File: src/hw/rtl/arw_pkg.sv
// Shared types and constants of the adaptive read-ahead window planner.
package arw_pkg;

   localparam int unsigned POS_W  = 48;
   localparam int unsigned SIZE_W = 32;
   localparam int unsigned WIN_W  = 24;
   localparam int unsigned MEM_W  = 27;

   localparam logic [MEM_W-1:0] MEM_LIMIT_RESET = MEM_W'(67108864);

   typedef enum logic [1:0] {
      FUNC_PREAD = 2'd0,
      FUNC_READ  = 2'd1,
      FUNC_SEEK  = 2'd2,
      FUNC_CLOSE = 2'd3
   } func_type;

   typedef enum logic [1:0] {
      ORIGIN_START   = 2'd0,
      ORIGIN_CURRENT = 2'd1,
      ORIGIN_END     = 2'd2,
      ORIGIN_BAD     = 2'd3
   } origin_type;

   typedef enum logic [1:0] {
      STATUS_OK      = 2'd0,
      STATUS_CLOSED  = 2'd1,
      STATUS_INVALID = 2'd2
   } status_type;

   typedef enum logic [1:0] {
      ACTION_NONE   = 2'd0,
      ACTION_SERVE  = 2'd1,
      ACTION_DIRECT = 2'd2,
      ACTION_REFILL = 2'd3
   } action_type;

   typedef enum logic {
      CSR_OBJECT_LENGTH = 1'b0,
      CSR_MEMORY_LIMIT  = 1'b1
   } csr_index_type;

   typedef struct packed {
      func_type           func;
      logic [POS_W-1:0]   offset_or_distance;
      logic [SIZE_W-1:0]  request_size;
      origin_type         seek_origin;
   } req_item_type;

   typedef struct packed {
      status_type         status;
      action_type         action;
      logic [POS_W-1:0]   fetch_start;
      logic [SIZE_W-1:0]  fetch_length;
      logic [WIN_W-1:0]   copy_from;
      logic [SIZE_W-1:0]  bytes_served;
   } rsp_item_type;

   typedef struct packed {
      logic [POS_W-1:0]   current_position;
      logic               stream_closed;
      logic [POS_W-1:0]   window_base;
      logic [WIN_W-1:0]   buffered_length;
      logic [WIN_W-1:0]   window_size;
   } win_state_type;

endpackage

File: src/hw/rtl/arw_plan.sv
// Per-request decision logic: result and next window state from one request.
module arw_plan #(
   parameter int unsigned INITIAL_WINDOW = 65536,
   parameter int unsigned MAX_WINDOW     = 8388608
) (
   input  arw_pkg::req_item_type          item,
   input  arw_pkg::win_state_type         state,
   input  logic [arw_pkg::POS_W-1:0]      object_length,
   input  logic [arw_pkg::MEM_W-1:0]      memory_limit,
   output arw_pkg::rsp_item_type          result,
   output arw_pkg::win_state_type         next_state
);

   localparam int unsigned PW = arw_pkg::POS_W;
   localparam int unsigned SW = arw_pkg::SIZE_W;
   localparam int unsigned WW = arw_pkg::WIN_W;
   localparam logic [WW-1:0] INIT_W = WW'(INITIAL_WINDOW);
   localparam logic [WW-1:0] MAX_W  = WW'(MAX_WINDOW);
   localparam logic [SW-1:0] MAX_S  = SW'(MAX_WINDOW);

   logic [PW+1:0]  seek_base;
   logic [PW+1:0]  seek_target;
   logic [PW-1:0]  offset;
   logic [PW-1:0]  room;
   logic [SW-1:0]  clip_len;
   logic [PW-1:0]  rel;
   logic [WW-1:0]  buf_left;
   logic           hit;
   logic           continues;
   logic [WW:0]    doubled;
   logic [WW-1:0]  new_size;
   logic [SW-1:0]  fetch_max;
   logic [SW-1:0]  fetch_room;
   logic [SW-1:0]  fetch;

   always_comb begin
      // seek target in two extra bits: bit PW+1 flags negative, bit PW overflow
      case (item.seek_origin)
         arw_pkg::ORIGIN_CURRENT: seek_base = {2'b00, state.current_position};
         arw_pkg::ORIGIN_END:     seek_base = {2'b00, object_length};
         default:                 seek_base = '0;
      endcase
      seek_target = seek_base + {{2{item.offset_or_distance[PW-1]}}, item.offset_or_distance};

      offset    = (item.func == arw_pkg::FUNC_PREAD) ? item.offset_or_distance
                                                     : state.current_position;
      room      = object_length - offset;
      clip_len  = ({{(PW-SW){1'b0}}, item.request_size} < room) ? item.request_size
                                                                 : room[SW-1:0];

      rel       = offset - state.window_base;
      buf_left  = state.buffered_length - rel[WW-1:0];
      hit       = (offset >= state.window_base)
                  && (rel <= {{(PW-WW){1'b0}}, state.buffered_length})
                  && (clip_len <= {{(SW-WW){1'b0}}, buf_left});
      continues = (state.buffered_length != '0)
                  && ({1'b0, offset} == ({1'b0, state.window_base}
                                         + {{(PW-WW+1){1'b0}}, state.buffered_length}));

      doubled   = {state.window_size, 1'b0};
      if (!continues) begin
         new_size = INIT_W;
      end else if (doubled < {1'b0, MAX_W}) begin
         new_size = doubled[WW-1:0];
      end else begin
         new_size = MAX_W;
      end
      fetch_max  = (clip_len > {{(SW-WW){1'b0}}, new_size}) ? clip_len
                                                            : {{(SW-WW){1'b0}}, new_size};
      fetch_room = ({{(PW-SW){1'b0}}, fetch_max} > room) ? room[SW-1:0] : fetch_max;
      fetch      = (fetch_room > {{(SW-arw_pkg::MEM_W){1'b0}}, memory_limit})
                   ? {{(SW-arw_pkg::MEM_W){1'b0}}, memory_limit} : fetch_room;

      result     = '0;
      result.status = arw_pkg::STATUS_OK;
      result.action = arw_pkg::ACTION_NONE;
      next_state = state;

      case (item.func)
         arw_pkg::FUNC_CLOSE: begin
            next_state.stream_closed   = 1'b1;
            next_state.buffered_length = '0;
         end
         arw_pkg::FUNC_SEEK: begin
            if (state.stream_closed) begin
               result.status = arw_pkg::STATUS_CLOSED;
            end else if (item.seek_origin == arw_pkg::ORIGIN_BAD
                         || seek_target[PW+1] || seek_target[PW]) begin
               result.status = arw_pkg::STATUS_INVALID;
            end else begin
               next_state.current_position = seek_target[PW-1:0];
            end
         end
         default: begin
            if (item.func == arw_pkg::FUNC_PREAD && item.offset_or_distance[PW-1]) begin
               result.status = arw_pkg::STATUS_INVALID;
            end else if (state.stream_closed) begin
               result.status = arw_pkg::STATUS_CLOSED;
            end else if (item.request_size == '0 || offset >= object_length) begin
               result.status = arw_pkg::STATUS_OK;
            end else begin
               result.bytes_served = clip_len;
               if (item.func == arw_pkg::FUNC_READ) begin
                  next_state.current_position = state.current_position
                                                + {{(PW-SW){1'b0}}, clip_len};
               end
               if (hit) begin
                  result.action    = arw_pkg::ACTION_SERVE;
                  result.copy_from = rel[WW-1:0];
               end else begin
                  next_state.buffered_length = '0;
                  result.fetch_start = offset;
                  if (clip_len >= MAX_S) begin
                     next_state.window_size = INIT_W;
                     result.action          = arw_pkg::ACTION_DIRECT;
                     result.fetch_length    = clip_len;
                  end else begin
                     next_state.window_size = new_size;
                     if ({{(SW-arw_pkg::MEM_W){1'b0}}, memory_limit} < clip_len) begin
                        result.action       = arw_pkg::ACTION_DIRECT;
                        result.fetch_length = clip_len;
                     end else begin
                        result.action              = arw_pkg::ACTION_REFILL;
                        result.fetch_length        = fetch;
                        next_state.window_base     = offset;
                        next_state.buffered_length = fetch[WW-1:0];
                     end
                  end
               end
            end
         end
      endcase
   end

endmodule

File: src/hw/rtl/adaptive_read_ahead_window_top.sv
// Top level of the adaptive read-ahead window planner: ports, registers, state.
//
// Read-ahead planner for one object stream. Each request beat (positional
// read, read-and-advance, seek or close) yields exactly one response beat
// telling the data mover what to do: serve from the buffered window, fetch
// directly, refill the window and serve, or nothing. The window size doubles
// while refills continue the previous window, up to MAX_WINDOW, and drops back
// to INITIAL_WINDOW otherwise; refills are capped by memory_limit. Rate: one
// request per clock sustained while rsp_tready stays high. A request is held
// in the input register, where the decision logic evaluates it against the
// window state, and moves into the response register once that slot is free;
// rsp_tvalid rises as it loads. The window state updates in the same edge
// the response register loads, so the following request already sees it.
// While a response waits, an empty input register still takes one more beat,
// then req_tready stays low until the response is taken.
// Write object_length and memory_limit through the csr port only while idle.
module adaptive_read_ahead_window_top #(
   parameter int unsigned INITIAL_WINDOW = 65536,
   parameter int unsigned MAX_WINDOW     = 8388608
) (
   input  logic          clock,
   input  logic          reset,
   // request stream
   input  logic          req_tvalid,
   output logic          req_tready,
   input  logic [87:0]   req_tdata,   // offset_or_distance[47:0], request_size[79:48],
                                      // seek_origin[81:80], zero fill [87:82]
   input  logic [1:0]    req_tuser,   // func[1:0]
   // response stream
   output logic          rsp_tvalid,
   input  logic          rsp_tready,
   output logic [135:0]  rsp_tdata,   // fetch_start[47:0], fetch_length[79:48],
                                      // copy_from[103:80], bytes_served[135:104]
   output logic [3:0]    rsp_tuser,   // status[1:0], action[3:2]
   // configuration writes
   input  logic          csr_we,
   input  logic          csr_index,
   input  logic [47:0]   csr_wdata
);

   arw_pkg::req_item_type   req_item;
   arw_pkg::req_item_type   item_ff;
   logic                    item_valid_ff;
   arw_pkg::rsp_item_type   rsp_ff;
   arw_pkg::rsp_item_type   rsp_in;
   logic                    rsp_valid_ff;
   arw_pkg::win_state_type  state_ff;
   arw_pkg::win_state_type  state_in;
   logic [arw_pkg::POS_W-1:0] object_length_ff;
   logic [arw_pkg::MEM_W-1:0] memory_limit_ff;
   logic                    advance;

   // unpack the request beat
   assign req_item.func               = arw_pkg::func_type'(req_tuser);
   assign req_item.offset_or_distance = req_tdata[47:0];
   assign req_item.request_size       = req_tdata[79:48];
   assign req_item.seek_origin        = arw_pkg::origin_type'(req_tdata[81:80]);

   // move the held request into the response register when that slot frees
   assign advance    = item_valid_ff && (!rsp_valid_ff || rsp_tready);
   assign req_tready = !item_valid_ff || advance;

   arw_plan #(
      .INITIAL_WINDOW (INITIAL_WINDOW),
      .MAX_WINDOW     (MAX_WINDOW)
   ) u_plan (
      .item          (item_ff),
      .state         (state_ff),
      .object_length (object_length_ff),
      .memory_limit  (memory_limit_ff),
      .result        (rsp_in),
      .next_state    (state_in)
   );

   always_ff @(posedge clock) begin
      if (reset) begin
         item_valid_ff                   <= 1'b0;
         rsp_valid_ff                    <= 1'b0;
         state_ff.current_position       <= '0;
         state_ff.stream_closed          <= 1'b0;
         state_ff.window_base            <= '0;
         state_ff.buffered_length        <= '0;
         state_ff.window_size            <= arw_pkg::WIN_W'(INITIAL_WINDOW);
         object_length_ff                <= '0;
         memory_limit_ff                 <= arw_pkg::MEM_LIMIT_RESET;
      end else begin
         // input register: load on accept, drop when the beat moves on
         if (req_tvalid && req_tready) begin
            item_valid_ff <= 1'b1;
         end else if (advance) begin
            item_valid_ff <= 1'b0;
         end
         // response register: hold until taken
         if (advance) begin
            rsp_valid_ff <= 1'b1;
            state_ff     <= state_in;
         end else if (rsp_tready) begin
            rsp_valid_ff <= 1'b0;
         end
         if (csr_we) begin
            case (arw_pkg::csr_index_type'(csr_index))
               arw_pkg::CSR_OBJECT_LENGTH: object_length_ff <= csr_wdata;
               arw_pkg::CSR_MEMORY_LIMIT:  memory_limit_ff  <= csr_wdata[arw_pkg::MEM_W-1:0];
               default: ;
            endcase
         end
      end
   end

   // payload registers need no reset
   always_ff @(posedge clock) begin
      if (req_tvalid && req_tready) begin
         item_ff <= req_item;
      end
      if (advance) begin
         rsp_ff <= rsp_in;
      end
   end

   assign rsp_tvalid        = rsp_valid_ff;
   assign rsp_tuser         = {rsp_ff.action, rsp_ff.status};
   assign rsp_tdata[47:0]   = rsp_ff.fetch_start;
   assign rsp_tdata[79:48]  = rsp_ff.fetch_length;
   assign rsp_tdata[103:80] = rsp_ff.copy_from;
   assign rsp_tdata[135:104] = rsp_ff.bytes_served;

endmodule

File: config.mk
export PLATFORM = sky130hd
export DESIGN_NAME = adaptive_read_ahead_window_top
export DESIGN_NICKNAME = d
export VERILOG_FILES = /design/src/hw/rtl/arw_pkg.sv /design/src/hw/rtl/arw_plan.sv /design/src/hw/rtl/adaptive_read_ahead_window_top.sv
export SDC_FILE = /design/constraint.sdc
export NUM_CORES = 2
export LEC_CHECK = 0
export BUFFER_PORTS_ARGS = -buffer_cell sky130_fd_sc_hd__buf_2
export CAP_MARGIN = 20
export CORE_UTILIZATION = 50
export CTS_BUF_LIST = sky130_fd_sc_hd__clkbuf_2 sky130_fd_sc_hd__clkbuf_4 sky130_fd_sc_hd__clkbuf_8
export CTS_CLUSTER_SIZE = 14
export DETAILED_ROUTE_END_ITERATION = 7
export PLACE_DENSITY_LB_ADDON = 0.3
export SYNTH_ARGS = -nofsm -noshare
export SYNTH_HDL_FRONTEND = slang
export SYNTH_HIERARCHICAL = 1
export SYNTH_SLANG_ARGS = --single-unit
File: constraint.sdc
create_clock -name clock -period 14.9 [get_ports clock]
set_input_delay 1.49 -clock clock [delete_from_list [all_inputs] [get_ports clock]]
set_output_delay 1.49 -clock clock [all_outputs]
set_load 0.1 [all_outputs]
==> impl_summary.txt <==
----------------------------------------------------
[Yosys]
  Combined area of all synthesized cells ... a little over 0.04 sq mm
  Count of distinct cell types in the synthesized netlist ... 108
  Sequential share of the synthesized area ... 0.276
  Gate Count Post-Synth ... between 4000 and 5000
  Cells taking the most area after synthesis ... edfxtp_1, ha_1, dfxtp_1
  Number of enable flip-flop cells after synthesis ... between 200 and 250
  Count leader, synth ... nand2_1
  Largest area contributor in the netlist ... edfxtp_1
  Number of nets produced by synthesis ... around 5400
  Dominant register cell in the synthesized netlist ... edfxtp_1
  Most instantiated cells after synthesis ... nand2_1, ha_1, a21oi_1, nor2_1, nand2b_1
  Synth async-reset ratio ... 0
  Mean area per synthesized cell ... 8.28 sq um
  Yosys reg bits ... ~450
  Synthesis Warnings ... 6
  Area share of the largest cell type after synthesis ... 0.166

[Critical path]
  Worst setup EP type ... register
  Stage delay of the slowest cell on the critical path ... approximately 560 ps
  Most Frequent Cell on Critical Path ... o21a_1
  Signal arrival time at the worst endpoint ... between 15000 and 20000 ps
  Startpoint kind of the worst setup timing path ... register
  Register-to-register setup slack ... between 300 and 400 ps
  Critical path start-end classification ... register to register
  Startpoint of the lowest-slack register-to-register path ... item_ff[82]
  Standard cell with the maximum stage delay on the critical path ... a2111o_1
  Critical Path Fanout Max ... 7
  FF-to-FF End ... state_ff[40]
  WP data required ... around 16000 ps
  Depth of the worst register-to-register path ... 84

[Floorplanning]
  Area inside the core boundary ... 0.0795 sq mm
  Count of pins on the block boundary ... 286
  Die Y-Extent ... roughly 290 microns
  Die span in x ... between 200 and 300 microns
  Number of rows in the core area ... 103
  Initial standard-cell utilization of the core ... 0.509
  Die Footprint ... approximately 0.082 sq mm

[STA]
  Final hold slack ... 491 ps
  Number of max-slew violations in the final report ... 0
  F_max ... around 69 MHz
  Setup Skew ... 40.5 ps
  Final hold violation count ... 0
  Relative slew margins ... 0.203
  Slew at the pin with the worst max-slew slack ... 1190 ps
  Final setup viols ... 0
  Worst-case setup margin in the final layout ... roughly 370 ps
  Post-layout min period ... about 15000 ps
  Share of the cycle needed by the critical path after routing ... 0.975
  Summed negative setup slack over all endpoints ... 0 ps

[Worst hold path]
  Type of the worst min-delay path ... register to register
  Worst hold path endpoint ... object_length_ff[29]
  Worst Hold Depth ... 2
  Startpoint of the most critical hold path ... object_length_ff[29]

[CTS]
  Number of clock sinks seen by CTS ... approximately 450
  Clock transition at the register clock pins on the worst setup and hold paths after CTS ... ~70 ps
  Clock buffer depth ... 3
  Number of buffers created by CTS ... slightly above 80
  Clk Tree Root Cell ... clkbuf_8
  CTS tree ... built
  H-tree depth ... 3
  Skew-Pair Late Insertion Delay ... about 720 ps

[Detailed routing]
  Initial detailed-routing violation count ... 4315
  Drt first pass iters ... 8
  Total wirelength of the detailed-routed design ... around 160000 microns
  Antenna-violating nets left ... 0
  Ratio of routed vias to standard cells ... just over 6
  Wire length per cell after detailed routing ... 24.3 microns
  Number of remaining DRC errors ... 0
  Via count ... ~40000

[Pwr]
  Leakage power figure ... 0.0209 uW
  Portion of total power attributed to sequential cells ... 0.321
  Switching fraction of total power ... 0.377
  Internal power contribution ... between 2000 and 3000 uW
  Final Power ... 4340 uW
  Power spent charging and discharging nets ... 1640 uW
  P per Cell Area ... around 90 mW/mm^2
  Gate power share ... 0.368
  IR drop worst, VDD ... about 0.067 mV
  Clock group share of total power ... 0.311

[Global route]
  Global-route congestion overflow total ... 0
  Overall global routing resource usage ... 0.377
  Via count of the first global-routing pass ... between 30000 and 40000
  Largest net degree at the start of global routing ... 140
  Number of antenna violations at the first check in global routing ... 6
  Wire length of the first global-routing pass ... 232000 microns

[Place]
  Final HPWL from detailed placement ... 127000 microns
  Post-placement worst setup slack ... -274 ps
  RePlAce Congestion ... approximately 1.0
  Port bufs ... 279

[Layout]
  Number of nets at the end of the flow ... 6046
  Fill cell total of the finished layout ... a little over 7000
  Share of layout cells above drive strength 1 ... 0.198
  Area growth, synth to finish ... 19.2%

[Status]
  Outcome ... finished clean

[Job]
  MaxCap Viol Count ... 0

----------------------------------------------------
layout by cell type, fill, tap and decap left out, drive strengths merged, types with 38 or more instances in the layout:
cell type,n
nand2b,341
mux2i,218
o21a,52
nand3,121
dfxtp,222
edfxtp,224
buf,748
nor2b,52
and3,44
inv,331
a221o,45
nand4,85
and2,41
a21o,155
o21ai,236
a21oi,391
or3,41
a31oi,42
clkbuf,111
nor4,38
nor3,58
ha,402
xor2,82
xnor2,145
nor2,373
a22oi,63
nand2,434
o31ai,44
kinds of logic after synthesis:
family | Yosys count | synth area share
simple gates | 1723 | 0.217
compound gates | 1282 | 0.207
mux | 234 | 0.0586
buf+inv | 553 | 0.0624
fa+ha+maj | 417 | 0.129
flops | 446 | 0.276
xor+xnor | 228 | 0.0497
per-layer routing:
metal	part of all wire	wire (microns)	global-route usage	vias to the layer above
li1	-	-	-	18900
met1	0.42	68200	0.520	19300
met2	0.43	69300	0.575	1981
met3	0.099	15900	0.0733	301
met4	0.046	7360	0.151	2
met5	0.000068	11	0	-
sequential cells by signal, summed over array words and instances, names as in the netlist:
register	cells
rsp_tdata	136
rsp_tvalid	1
state_ff	145
rsp_tuser	4
item_valid_ff	1
item_ff	84
object_length_ff	48
memory_limit_ff	27
layout make-up:
| class | instances | area (sq um) | share of cell area |
|---|---|---|---|
| inverters | 329 | 1230 | 0.0256 |
| repair buffers | 752 | 5250 | 0.109 |
| clock buffers | 107 | 1350 | 0.0280 |
| diodes | 4 | 10.0 | 0.000208 |
| well taps | 1050 | 1310 | 0.0273 |
| multi-input cells | 3884 | 27400 | 0.568 |
| flip-flops and latches | 446 | 11200 | 0.232 |
| clock inverters | 47 | 488 | 0.0101 |
worst max-delay path by stage:
stage                      startpoint            end  slack [ps]  cells past startpoint
final                     item_ff[82]   state_ff[40]         370                     84
after global routing      item_ff[82]   state_ff[40]         -80                     84
after CTS                 item_ff[82]   state_ff[40]          50                     83
after detailed placement  item_ff[82]  rsp_tdata[71]        -270                     80
after global placement    item_ff[82]   state_ff[45]        -230                     83
after floorplan           item_ff[82]   state_ff[40]           2                     87
stage by stage:
stage,cell area [sq um],cells,utilization
floorplan,40500,4883,-
detailed placement,45400,6430,0.571
finish,48200,6619,0.606
global route,48200,6616,0.606
CTS,47300,6587,0.595
global placement,45400,6430,0.571
timing repair:
item / 4_1_cts / 5_1_grt
setup endpoints to repair: 51 / 51
setup buffers: 3 / 21
gates resized for setup: 18 / 121
hold buffers: 0 / 0
pin swaps: 7 / 53
cloned: 0 / 4
worst max-delay path, delay by kind of cell, from the launching register on:
family	cells	cell delay (ps)
buffers and inverters	13	1720
AND/OR/NAND/NOR	17	2170
adder cells (fa/ha/maj)	7	1580
multiplexers	6	1390
XOR/XNOR	1	220
AO/OA/AOI/OAI	40	6840
flip-flops	1	430
power by group through the flow:
stage | clock [uW] | sequential [uW] | combinational (uW)
floorplan | 0 | 1550 | 809
finish | 1350 | 1390 | 1600
global route | 1420 | 1390 | 1700
CTS | 1380 | 1390 | 1500
detailed placement | 0 | 1410 | 1490
global placement | 0 | 1410 | 1480
Power figures use the tool's default switching activity.
